### config.mk
export PLATFORM = sky130hd
export DESIGN_NAME = tia_front
export DESIGN_NICKNAME = d
export VERILOG_FILES = /design/src/sv/tia_pkg.sv /design/src/sv/tia_front.sv
export SDC_FILE = /design/constraint.sdc
export NUM_CORES = 1
export LEC_CHECK = 0
export BUFFER_PORTS_ARGS = -buffer_cell sky130_fd_sc_hd__buf_2
export CORE_UTILIZATION = 40
export DETAILED_ROUTE_END_ITERATION = 8
export PLACE_DENSITY = 0.64
export RECOVER_POWER = 100
export SKIP_CTS_REPAIR_TIMING = 1
export SLEW_MARGIN = 10
export SYNTH_ARGS = -nofsm -noshare
export SYNTH_HDL_FRONTEND = slang
export SYNTH_SLANG_ARGS = --single-unit
### constraint.sdc
create_clock -name clk -period 9.73 [get_ports clk]
set_input_delay 0.4865 -clock clk [delete_from_list [all_inputs] [get_ports clk]]
set_output_delay 0.4865 -clock clk [all_outputs]
set_load 0.01 [all_outputs]
### src/sv/tia_pkg.sv
`timescale 1ns / 1ps
`default_nettype none
package tia_pkg;

	typedef enum logic [3:0] {
		K_ADD = 4'd0, K_SUB = 4'd1, K_MUL = 4'd2, K_DIV = 4'd3, K_MOD = 4'd4,
		K_EQ = 4'd5, K_NEQ = 4'd6, K_LESS = 4'd7, K_GREAT = 4'd8, K_AND = 4'd9,
		K_OR = 4'd10, K_XOR = 4'd11, K_NEG = 4'd12, K_NOT = 4'd13, K_CONV = 4'd14,
		K_BAD = 4'd15
	} kind_t;

	localparam logic [1:0] ERR_OK = 2'd0;
	localparam logic [1:0] ERR_FMT = 2'd1;
	localparam logic [1:0] ERR_DIV0 = 2'd2;

	localparam logic [2:0] FMT_U8 = 3'd0;

	localparam int QDEPTH = 2;
	localparam int QPTR_W = 1;

	typedef struct packed {
		logic [3:0] kind;
		logic [2:0] dest_format;
		logic [2:0] source_format;
		logic [63:0] left_operand;
		logic [63:0] right_operand;
	} in_t;

	typedef struct packed {
		logic [63:0] result_value;
		logic [1:0] status;
	} out_t;

	// classified operation handed to the back part
	typedef enum logic [1:0] {
		CL_SIMPLE = 2'd0, CL_MUL = 2'd1, CL_DIV = 2'd2
	} cls_t;

	typedef struct packed {
		cls_t cls;
		logic is_mod;
		logic sg;
		logic [63:0] mask;
		logic [63:0] a;
		logic [63:0] b;
		logic [63:0] simple_r;
		logic [1:0] err;
	} op_t;

	function automatic logic [63:0] fmt_mask(input logic [2:0] f);
		logic [63:0] m;
		begin
			case (f[2:1])
				2'd0: m = 64'hff;
				2'd1: m = 64'hffff;
				2'd2: m = 64'hffff_ffff;
				default: m = '1;
			endcase
			return m;
		end
	endfunction

	function automatic logic [63:0] widen(input logic [63:0] v, input logic [2:0] f);
		logic [63:0] x;
		begin
			case (f[2:1])
				2'd0: x = f[0] ? {{56{v[7]}}, v[7:0]} : {56'd0, v[7:0]};
				2'd1: x = f[0] ? {{48{v[15]}}, v[15:0]} : {48'd0, v[15:0]};
				2'd2: x = f[0] ? {{32{v[31]}}, v[31:0]} : {32'd0, v[31:0]};
				default: x = v;
			endcase
			return x;
		end
	endfunction

endpackage
`default_nettype wire

### src/sv/tia_front.sv
`timescale 1ns / 1ps
`default_nettype none
module tia_front (
	input wire logic clk,
	input wire logic arst_n,
	input wire tia_pkg::in_t in_data,
	input wire logic in_valid,
	output logic in_ready,
	output tia_pkg::op_t op_data,
	output logic op_valid,
	input wire logic op_ready
);

	tia_pkg::op_t q_q [tia_pkg::QDEPTH];
	logic [tia_pkg::QPTR_W-1:0] wp_q, rp_q;
	logic [tia_pkg::QPTR_W:0] cnt_q;
	tia_pkg::op_t cls;
	logic [63:0] a, b, ka, kb, r;
	logic sg;
	logic [1:0] err;
	logic push, pop;

	always_comb begin
		sg = in_data.dest_format[0];
		a = tia_pkg::widen(in_data.left_operand, in_data.dest_format);
		b = tia_pkg::widen(in_data.right_operand, in_data.dest_format);
		ka = {a[63] ^ sg, a[62:0]};
		kb = {b[63] ^ sg, b[62:0]};
		r = '0;
		err = tia_pkg::ERR_OK;
		cls.cls = tia_pkg::CL_SIMPLE;
		case (tia_pkg::kind_t'(in_data.kind))
			tia_pkg::K_ADD: r = a + b;
			tia_pkg::K_SUB: r = a - b;
			tia_pkg::K_MUL: cls.cls = tia_pkg::CL_MUL;
			tia_pkg::K_DIV, tia_pkg::K_MOD: begin
				if (b == '0) err = tia_pkg::ERR_DIV0;
				else cls.cls = tia_pkg::CL_DIV;
			end
			tia_pkg::K_EQ: r = {63'd0, ka == kb};
			tia_pkg::K_NEQ: r = {63'd0, ka != kb};
			tia_pkg::K_LESS: r = {63'd0, ka < kb};
			tia_pkg::K_GREAT: r = {63'd0, ka > kb};
			tia_pkg::K_AND: r = a & b;
			tia_pkg::K_OR: r = a | b;
			tia_pkg::K_XOR: r = a ^ b;
			tia_pkg::K_NEG: begin
				if (sg) r = -a;
				else err = tia_pkg::ERR_FMT;
			end
			tia_pkg::K_NOT: begin
				if (in_data.dest_format == tia_pkg::FMT_U8) r = {63'd0, a == '0};
				else err = tia_pkg::ERR_FMT;
			end
			tia_pkg::K_CONV: r = tia_pkg::widen(in_data.left_operand, in_data.source_format);
			default: err = tia_pkg::ERR_FMT;
		endcase
		cls.is_mod = (in_data.kind == tia_pkg::K_MOD);
		cls.sg = sg;
		cls.mask = tia_pkg::fmt_mask(in_data.dest_format);
		cls.a = a;
		cls.b = b;
		cls.simple_r = (err != tia_pkg::ERR_OK) ? '0 : r;
		cls.err = err;
	end

	assign in_ready = (cnt_q != (tia_pkg::QPTR_W+1)'(tia_pkg::QDEPTH));
	assign push = in_valid && in_ready;
	assign op_valid = (cnt_q != '0);
	assign pop = op_valid && op_ready;
	assign op_data = q_q[rp_q];

	always_ff @(posedge clk or negedge arst_n) begin
		if (!arst_n) begin
			wp_q <= '0;
			rp_q <= '0;
			cnt_q <= '0;
		end else begin
			if (push) wp_q <= wp_q + 1'b1;
			if (pop) rp_q <= rp_q + 1'b1;
			cnt_q <= cnt_q + (tia_pkg::QPTR_W+1)'(push) - (tia_pkg::QPTR_W+1)'(pop);
		end
	end

	always_ff @(posedge clk) begin
		if (push) q_q[wp_q] <= cls;
	end

endmodule
`default_nettype wire

# Word level (Yosys, flattened, before mapping)
# Memory sizes are Yosys's and may differ from the RTL's.
# Index checks and enable logic that the tools add are counted.
# op_classes
n_mux,25
add_sub_neg,7
reduce_logical,12
order_cmp,2
n_eq_ne,21
bitwise_logic,5
# ops
operator,n
$pmux W64 S12,1
$pmux W64 S3,4
$mux W64,11
$logic_not A64 Y1,2
$add A64 B64 Y64,1
$and A64 B64 Y64,1
$eq A64 B64 Y1,1
$gt A64 B64 Y1,1
$lt A64 B64 Y1,1
$ne A64 B64 Y1,1
$neg A64 Y64,1
$or A64 B64 Y64,1
$sub A64 B64 Y64,1
$xor A64 B64 Y64,1
$eq A4 B4 Y1 const B,7
$eq A4 B3 Y1 const B,4
$reduce_or A11 Y1,1
$eq A4 B2 Y1 const B,2
$pmux W2 S4,1
$mux W1,5
$eq A2 B1 Y1 const B,2
$eq A2 B2 Y1 const B,2
$eq A4 B1 Y1 const B,1
$logic_not A2 Y1,2
12 further kinds,17
# totals
out_inout_bits,264
in_bits,142
reg_bits,4
ramBits,524
mem_count,1
elab_cells,76
# memory_table
memory,words,word_bits,rd,rd_ports_with_merged_regs,write_ports,line,source
q_q,2,262,1,0,1,tia_front.sv:14,tia_pkg::op_t q_q [tia_pkg::QDEPTH];

# Depth between registers and ports, before layout
# Gate-level depths: netlist of run 1.
# logic_depth
depth_word,7
ltp_mapped,23
ltp_nobuf,21

# Least setup slack after synthesis of run 1
# OpenSTA, ideal clock, no wires.
# synth_timing
path_kind,register to register
start,reg cnt_q[1] (netlist name)
end,"mem q_q[0][0] (netlist name), enable pin"
path_slack_ns,-0.031
n_path_buf,0
arrival_time_ns,8.995
path_stages_with_launch,4
required_time_ns,8.965
path_cell_list,dfrtp_1 nand2b_1 nand2_1 nor2_1
# synth_via
elab_chain_cells,4
# synth_lines
item,line,source
start: declaration,tia_front.sv:16,logic [tia_pkg::QPTR_W:0] cnt_q;
start signal: assignment,tia_front.sv:81,cnt_q <= cnt_q + (tia_pkg::QPTR_W+1)'(push) - (tia_pkg::QPTR_W+1)'(pop);
$ne A2 B2 Y1,tia_front.sv:67,assign in_ready = (cnt_q != (tia_pkg::QPTR_W+1)'(tia_pkg::QDEPTH));
named net in_ready,tia_front.sv:8,"output logic in_ready,"
$logic_and A1 B1 Y1,tia_front.sv:68,assign push = in_valid && in_ready;
$mux W1,tia_front.sv:86,if (push) q_q[wp_q] <= cls;
$mux W1 (implied by the code),tia_front.sv:86,
end: declaration,tia_front.sv:14,
# The timed path passes the listed nets, and every way through them passes these cells.

==> metrics.json, run 1 <==
{
  "run_status": {
    "outcome": "finished, violations left",
    "failed_checks": "capacitance limit, slew limit"
  },
  "floorplanning": {
    "horizontal_die_dimension_um": 274,
    "core.rowCount": 99,
    "floorplan.initialDensity": 0.405,
    "pin_count": 406,
    "die_y_um": 274,
    "fp.dieArea_um2": 74900,
    "core_region_area_um2": 73000
  },
  "routing": {
    "wl_per_cell_um": 25.0,
    "detail_route.wirelength_um": 104000,
    "first_iter_violations": 2472,
    "via_per_inst": 5.98,
    "drc": 0,
    "ant_nets": 0,
    "drtPass1Iterations": 6,
    "via_count": 25000
  },
  "worst_setup_path": {
    "crit_path_cell_trace": "clkbuf_1 > buf_4 > nand2_1 > clkbuf_1 > inv_1 > clkbuf_1 > a21oi_1 > inv_1 > xnor2_1 > ha_1 > nand2_1 > o21ai_0 > nor2_1 > and3_1 > nor4_1 > nor3_1 > a2111o_1",
    "critical_path.slowest_cell": "sky130_fd_sc_hd__clkbuf_1",
    "critPathMostFrequentCell": "sky130_fd_sc_hd__clkbuf_1",
    "cp.buffers_inverters": 6,
    "cp-end-kind": "register",
    "cp.arrival_ns": 8.30,
    "crit_fanout": 74,
    "setup.worst_path.class": "in -> reg",
    "timing.critical_path.required_ns": 10.06,
    "critical-path-top-delay-family": "buffers and inverters",
    "cp-start-kind": "input port",
    "cp_slowest_stage_delay_ns": 1.35
  },
  "flow_run": {
    "drv_cap": 13
  },
  "synthesis": {
    "synthesis.instances": 2911,
    "synth_flop_cell": "sky130_fd_sc_hd__edfxtp_1",
    "synth-seq-cells": 406,
    "yosysWarningCount": 0,
    "syn_avg_cell_area_um2": 10.1,
    "number_of_enable_flip_flop_cells_after_synthesis": 402,
    "post-synth-top-count-cell": "sky130_fd_sc_hd__edfxtp_1",
    "area_of_the_mapped_netlist_um2": 29500,
    "synth_top_area_cell": "sky130_fd_sc_hd__edfxtp_1",
    "synth_largest_type_area_fraction": 0.409,
    "synth_sequential_area_ratio": 0.412,
    "netlist_top_cells_count": "402 x sky130_fd_sc_hd__edfxtp_1, 302 x sky130_fd_sc_hd__a21oi_1, 269 x sky130_fd_sc_hd__ha_1, 203 x sky130_fd_sc_hd__mux2_2, 190 x sky130_fd_sc_hd__o21ai_0",
    "netlist_top_cells_area": "sky130_fd_sc_hd__edfxtp_1 41%, sky130_fd_sc_hd__ha_1 11%, sky130_fd_sc_hd__mux2_2 7.7%",
    "synth_cell_type_count": 94,
    "async_flop_share": 0.00985
  },
  "clocking": {
    "cts.root.buffer_cell": "sky130_fd_sc_hd__clkbuf_16",
    "cts_max_level": 2,
    "path_clk_slew_ns": 0.06,
    "numCtsBuffers": 45,
    "cts_tree": "done",
    "clock_insertion_delay_worst_skew_ns": 0.59,
    "numClockSinks": 406,
    "cts-root-to-sink-buffers": 3
  },
  "place": {
    "globalplace.congestion": 0.988,
    "place.port_buffers": 397,
    "placed_cells": 4096,
    "dp.final_hpwl_um": 78200,
    "post-place-ws_ns": 2.79
  },
  "timing": {
    "timing.final.hold_violations": 0,
    "timing_max_transition_violations_final": 612,
    "final.period_utilization": 0.819,
    "setup-tns-final_ns": 0,
    "max_clock_freq_mhz": 126,
    "report.final.setup_viol": 0,
    "worst_max_slew_margin_expressed_relative_to_the_limit": -1.52,
    "rsz0062_at_grt": "no",
    "clock_skews_ns": 0.0130,
    "whs_ns": 0.252,
    "tightestPinTransition_ns": 3.78,
    "period_minus_slack_ns": 7.97,
    "finalWorstSetupSlack_ns": 1.76
  },
  "cells_and_area": {
    "drive_above_1_share": 0.140,
    "fillCellCount": 7103,
    "combined_area_of_the_multi_input_logic_cells_um2": 15700,
    "layoutNonFillerInstCount": 4184,
    "layout-area-overhead-vs-synth_pct": 12.2,
    "seqCellArea_um2": 12200,
    "nNetsFinal": 3597
  },
  "power_and_ir_drop": {
    "clkPwrFrac": 0.246,
    "static-leakage-power_nw": 12.9,
    "fraction_of_power_consumed_by_sequential_logic": 0.365,
    "comb_power_share": 0.389,
    "cellInternalPower_mw": 4.50,
    "power_switching_mw": 2.58,
    "switching_share": 0.364,
    "vdd_ir_drop_max_uv": 289,
    "power_density_nw_per_um2": 214
  },
  "global_routing": {
    "grt_start_max_net_pins": 75,
    "global_route_usage_sum": 0.269,
    "grt_remaining_overflow": 0,
    "first_global_vias": 23500,
    "grt_first_pass_wirelength_um": 152000,
    "grt_antenna_before_repair": 19
  },
  "worst_hold_path": {
    "min-delay-path-class": "in -> reg"
  }
}
==> sequential cells by signal, summed over array words and instances, names as in the netlist <==
| signal | count |
|---|---|
| cnt_q | 2 |
| q_q | 402 |
| rp_q | 1 |
| wp_q | 1 |
==> area by class of cell <==
type,count,area share
multi-input cells,2139,0.474
flip-flops and latches,406,0.367
repair buffers,435,0.0588
well taps,959,0.0362
clock buffers,53,0.0362
inverters,158,0.0179
clock inverters,28,0.00918
diodes,6,0.000453
==> metrics by stage <==
stage	total power, mW	utilization	area (µm²)
after global placement	5.43	0.438	32000
after detailed placement	5.44	0.438	32000
after floorplan	4.53	-	29500
final	7.08	0.454	33100
after CTS	7.21	0.459	33500
after global routing	7.46	0.454	33100
==> per-layer routing <==
metal | GRT usage | wire [µm] | up-vias | share of wire
li1 | - | - | 11400 | -
met4 | 0.108 | 4460 | 26 | 0.043
met1 | 0.373 | 44700 | 12000 | 0.43
met5 | 0 | 165 | - | 0.0016
met3 | 0.0539 | 9830 | 264 | 0.094
met2 | 0.408 | 45300 | 1357 | 0.43
==> power groups by stage <==
stage / Sequential, mW / Clock, mW / Combinational (mW)
2_1_floorplan: 2.62 / 0 / 1.92
3_3_place_gp: 2.57 / 0 / 2.86
3_5_place_dp: 2.59 / 0 / 2.85
4_1_cts: 2.56 / 1.78 / 2.87
5_1_grt: 2.62 / 1.85 / 2.99
6_report: 2.58 / 1.75 / 2.75
==> logic make-up after synthesis <==
family                     after synthesis  share of synthesized area
other                                    1                   0.000127
DFF                                    406                      0.412
AOI/OAI and AO/OA                      860                      0.181
xor gates and xnor gates               158                     0.0469
buffers and inverters                  373                     0.0572
muxes                                  215                     0.0815
adders and majority gates              270                      0.115
and+or+nand+nor                        628                      0.107
==> cells in the final DEF, fill, tap and decap left out, types with 30 or more instances in the layout <==
cell and count:
sky130_fd_sc_hd__o22ai_1 43, sky130_fd_sc_hd__clkbuf_16 47, sky130_fd_sc_hd__nor4_1 30, sky130_fd_sc_hd__nand4_1 46, sky130_fd_sc_hd__a31oi_1 31, sky130_fd_sc_hd__a21oi_1 304, sky130_fd_sc_hd__nand3_1 48, sky130_fd_sc_hd__edfxtp_1 402
sky130_fd_sc_hd__clkbuf_1 238, sky130_fd_sc_hd__nor3_1 52, sky130_fd_sc_hd__ha_1 269, sky130_fd_sc_hd__mux2_2 147, sky130_fd_sc_hd__nor2_1 137, sky130_fd_sc_hd__xnor2_1 135, sky130_fd_sc_hd__inv_1 157, sky130_fd_sc_hd__a21o_1 44
sky130_fd_sc_hd__o21ai_0 195, sky130_fd_sc_hd__buf_2 179, sky130_fd_sc_hd__mux2_1 56, sky130_fd_sc_hd__nand2_1 178
==> worst paths after layout <==
check / slack, ns / end / depth (start not counted) / startpoint
min in group asynchronous: 0.28 / wp_q / 2 / arst_n
worst min register to register: 0.49 / cnt_q[1] / 1 / cnt_q[1]
max in group asynchronous: 9.26 / rp_q / 2 / arst_n
worst min-delay path: 0.25 / q_q[0][225] / 1 / in_data[133]
worst max-delay path: 1.76 / q_q[0][64] / 17 / in_data[133]
worst max register to register: 2.79 / q_q[0][47] / 6 / cnt_q[1]
Note: power is estimated with default switching activity, not from simulation.
==> run 2: changes to the inputs <==
==> constraint.sdc (replaced) <==
create_clock -name clk -period 7.3 [get_ports clk]
set_input_delay 0.365 -clock clk [delete_from_list [all_inputs] [get_ports clk]]
set_output_delay 0.365 -clock clk [all_outputs]
set_load 0.01 [all_outputs]
==> run 2 against run 1 <==
  * The flow still finishes with violations (capacitance limit, slew limit)
  * Power is 32% higher
  * Global-route usage up 0.34 points
  * Sequential power increased by 34%
  * Sequential share of layout area increased by 0.11 points
  * Clock-buffer cell count is 6 higher
  * Utilization is 0.14 points lower
  * Clock skew is 0.021 ns higher
  * Routed wire length up 1.0%
==> metrics.json, run 2 (synthesis results as in run 1) <==
{
  "run_status": {
    "outcome": {"value": "finished, violations left", "change": "unchanged"},
    "failed_checks": {"value": "capacitance limit, slew limit", "change": "unchanged"}
  },
  "cells_and_area": {
    "layout_common_cells": {"value": "402 x sky130_fd_sc_hd__edfxtp_1, 304 x sky130_fd_sc_hd__a21oi_1, 269 x sky130_fd_sc_hd__ha_1", "change": "unchanged"},
    "largest_register_ff_count": {"value": 402, "change": "unchanged"},
    "drive_above_1_share": {"value": 0.139, "change": "was 0.140"},
    "final_util": {"value": 0.453, "change": "was 0.454"},
    "final_common_cell": {"value": "sky130_fd_sc_hd__edfxtp_1", "change": "unchanged"},
    "largest_registers": {"value": "q_q x402, cnt_q x2", "change": "unchanged"},
    "nNetsFinal": {"value": 3595, "change": "was 3,597"},
    "layout-area-overhead-vs-synth": {"value": 11.9, "unit": "%", "change": "was 12.2%"},
    "finish.instance_area": {"value": 33000, "unit": "µm²", "change": "was 33,100 µm²"},
    "fillCellCount": {"value": 7083, "change": "was 7,103"},
    "regMostFlops": {"value": "q_q", "change": "unchanged"}
  },
  "timing": {
    "final.period_utilization": 0.912,
    "max_clock_freq_mhz": 150,
    "timing_max_transition_violations_final": {"value": 676, "change": "was 612"},
    "setup-tns-final": {"value": 0, "unit": "ns", "change": "unchanged"},
    "report.final.setup_viol": {"value": 0, "change": "unchanged"},
    "rsz0062_at_grt": {"value": "no", "change": "unchanged"},
    "timing.final.hold_violations": {"value": 0, "change": "unchanged"},
    "clock_skews": {"value": 0.0339, "unit": "ns", "change": "was 0.0130 ns"},
    "period_minus_slack_ns": 6.65,
    "worst_max_slew_margin_expressed_relative_to_the_limit": {"value": -1.65, "change": "was -1.52"},
    "tightestPinTransition": {"value": 3.98, "unit": "ns", "change": "was 3.78 ns"}
  },
  "floorplanning": {
    "horizontal_die_dimension": {"value": 274, "unit": "µm", "change": "unchanged"},
    "core_region_area": {"value": 73000, "unit": "µm²", "change": "unchanged"},
    "core.rowCount": {"value": 99, "change": "unchanged"},
    "floorplan.initialDensity": {"value": 0.405, "change": "unchanged"},
    "pin_count": {"value": 406, "change": "unchanged"},
    "fp.dieArea": {"value": 74900, "unit": "µm²", "change": "unchanged"},
    "die_y": {"value": 274, "unit": "µm", "change": "unchanged"}
  },
  "worst_setup_path": {
    "cp.arrival": {"value": 6.91, "unit": "ns", "change": "was 8.30 ns"},
    "cp-start-kind": {"value": "input port", "change": "unchanged"},
    "cp_slowest_stage_delay": {"value": 1.38, "unit": "ns", "change": "was 1.35 ns"},
    "crit_path_cell_trace": {"value": "clkbuf_1 > buf_12 > nand2_1 > inv_1 > clkbuf_1 > a21oi_1 > inv_1 > ha_1 > nor2b_1 > and4_1 > and3_1 > nand4_1 > mux2i_1 > a211oi_1 > o211ai_1", "change": "was clkbuf_1 > buf_4 > nand2_1 > clkbuf_1 > inv_1 > clkbuf_1 > a21oi_1 > inv_1 > xnor2_1 > ha_1 > nand2_1 > o21ai_0 > nor2_1 > and3_1 > nor4_1 > nor3_1 > a2111o_1"},
    "crit_fanout": {"value": 76, "change": "was 74"},
    "setup.worst_path.class": {"value": "in -> reg", "change": "unchanged"},
    "timing.critical_path.required": {"value": 7.56, "unit": "ns", "change": "was 10.06 ns"},
    "cp-end-kind": {"value": "register", "change": "unchanged"},
    "critical_path.slowest_cell": {"value": "sky130_fd_sc_hd__inv_1", "change": "was sky130_fd_sc_hd__clkbuf_1"}
  },
  "clocking": {
    "numCtsBuffers": {"value": 45, "change": "unchanged"},
    "cts_tree": {"value": "done", "change": "unchanged"},
    "path_clk_slew": {"value": 0.06, "unit": "ns", "change": "about the same"},
    "cts.root.buffer_cell": {"value": "sky130_fd_sc_hd__clkbuf_16", "change": "unchanged"},
    "cts-root-to-sink-buffers": {"value": 3, "change": "unchanged"},
    "cts_max_level": {"value": 2, "change": "unchanged"},
    "clock_insertion_delay_worst_skew": {"value": 0.61, "unit": "ns", "change": "was 0.59 ns"},
    "numClockSinks": {"value": 406, "change": "unchanged"}
  },
  "routing": {
    "drtPass1Iterations": {"value": 5, "change": "was 6"},
    "via_per_inst": {"value": 6.03, "change": "was 5.98"},
    "wl_per_cell": {"value": 25.2, "unit": "µm", "change": "was 25.0 µm"},
    "ant_nets": {"value": 0, "change": "unchanged"},
    "detail_route.wirelength": {"value": 105000, "unit": "µm", "change": "was 104,000 µm"},
    "route.top_layer_used": {"value": "met5", "change": "unchanged"},
    "via_count": {"value": 25200, "change": "was 25,000"},
    "drc": {"value": 0, "change": "unchanged"},
    "first_iter_violations": {"value": 2632, "change": "was 2,472"},
    "wl_met1": {"value": 44300, "unit": "µm", "change": "was 44,700 µm"},
    "dr_wl_met2": {"value": 46600, "unit": "µm", "change": "was 45,300 µm"},
    "met3WireLength": {"value": 10300, "unit": "µm", "change": "was 9830 µm"}
  },
  "global_routing": {
    "grt_first_pass_wirelength": {"value": 154000, "unit": "µm", "change": "was 152,000 µm"},
    "grt_antenna_before_repair": {"value": 19, "change": "unchanged"},
    "global_route_usage_sum": {"value": 0.272, "change": "was 0.269"},
    "first_global_vias": {"value": 23700, "change": "was 23,500"},
    "grt_remaining_overflow": {"value": 0, "change": "unchanged"},
    "grt_start_max_net_pins": {"value": 115, "change": "was 75"}
  },
  "worst_hold_path": {
    "min-delay-path-class": {"value": "in -> reg", "change": "unchanged"}
  },
  "flow_run": {
    "drv_cap": {"value": 10, "change": "was 13"}
  },
  "place": {
    "dp.final_hpwl": {"value": 78400, "unit": "µm", "change": "was 78,200 µm"},
    "place.port_buffers": {"value": 397, "change": "unchanged"},
    "globalplace.congestion": {"value": 0.983, "change": "was 0.988"},
    "placement.cell_area": {"value": 32000, "unit": "µm²", "change": "about the same"}
  },
  "power_and_ir_drop": {
    "static-leakage-power": {"value": 12.9, "unit": "nW", "change": "about the same"},
    "finalPower": {"value": 9.37, "unit": "mW", "change": "was 7.08 mW"},
    "power_density": {"value": 284, "unit": "nW/µm²", "change": "was 214 nW/µm²"},
    "vdd_ir_drop_max": {"value": 327, "unit": "µV", "change": "was 289 µV"}
  }
}
## run 2: cell count changes in the layout (fill, tap and decap cells not counted), sizes merged
cell / delta
diode: +2
inv: +1
buf: -7
bufinv: -2
clkinvlp: -2
clkinv: -7
clkbuf: +11
## run 2: per-stage QoR
step	setup WS, ns	hold slack [ns]	instances
after floorplan	0.942	0.0694	2918
after global placement	0.816	0.175	4094
after detailed placement	0.616	0.177	4094
after CTS	1.24	-0.445	4171
after global routing	0.317	0.114	4176
final	0.646	0.131	4180
## run 2: worst paths after layout
path,from,depth (start not counted),to,slack [ns]
worst max-delay path,in_data[133],15,q_q[0][2],0.65
worst min-delay path,in_valid,3,wp_q,0.13
worst max register to register,cnt_q[1],4,q_q[0][105],1.69
worst min register to register,cnt_q[1],1,cnt_q[1],0.49
max in group asynchronous,arst_n,2,cnt_q[1],6.95
min in group asynchronous,arst_n,2,wp_q,0.15
## run 2: final cells by class
| type | instances | area, µm² | area share |
|---|---|---|---|
| flip-flops and latches | 406 | 12200 | 0.369 |
| diodes | 8 | 20.0 | 0.000606 |
| inverters | 158 | 593 | 0.0180 |
| multi-input cells | 2139 | 15700 | 0.475 |
| clock buffers | 59 | 1180 | 0.0357 |
| repair buffers | 433 | 1950 | 0.0589 |
| clock inverters | 18 | 221 | 0.00671 |
| well taps | 959 | 1200 | 0.0363 |
## run 2: critical path, delay by kind of cell
family / cells / cell delay [ns]
buffers and inverters: 5 / 3.22
AND/OR/NAND/NOR: 5 / 1.78
multiplexers: 1 / 0.17
AO/OA/AOI/OAI: 3 / 0.97
adder cells (fa/ha/maj): 1 / 0.22
## run 2: power breakdown
| part | switching, mW | internal (mW) |
|---|---|---|
| clock | 0.936 | 1.28 |
| sequential | 0.130 | 3.32 |
| combinational | 2.35 | 1.35 |
| total | 3.42 | 5.95 |
## run 2: per-layer routing
layer	vias up	global-route usage
met3	279	0.0605
met4	24	0.0982
met5	-	0
met2	1413	0.420
li1	11400	-
met1	12100	0.373
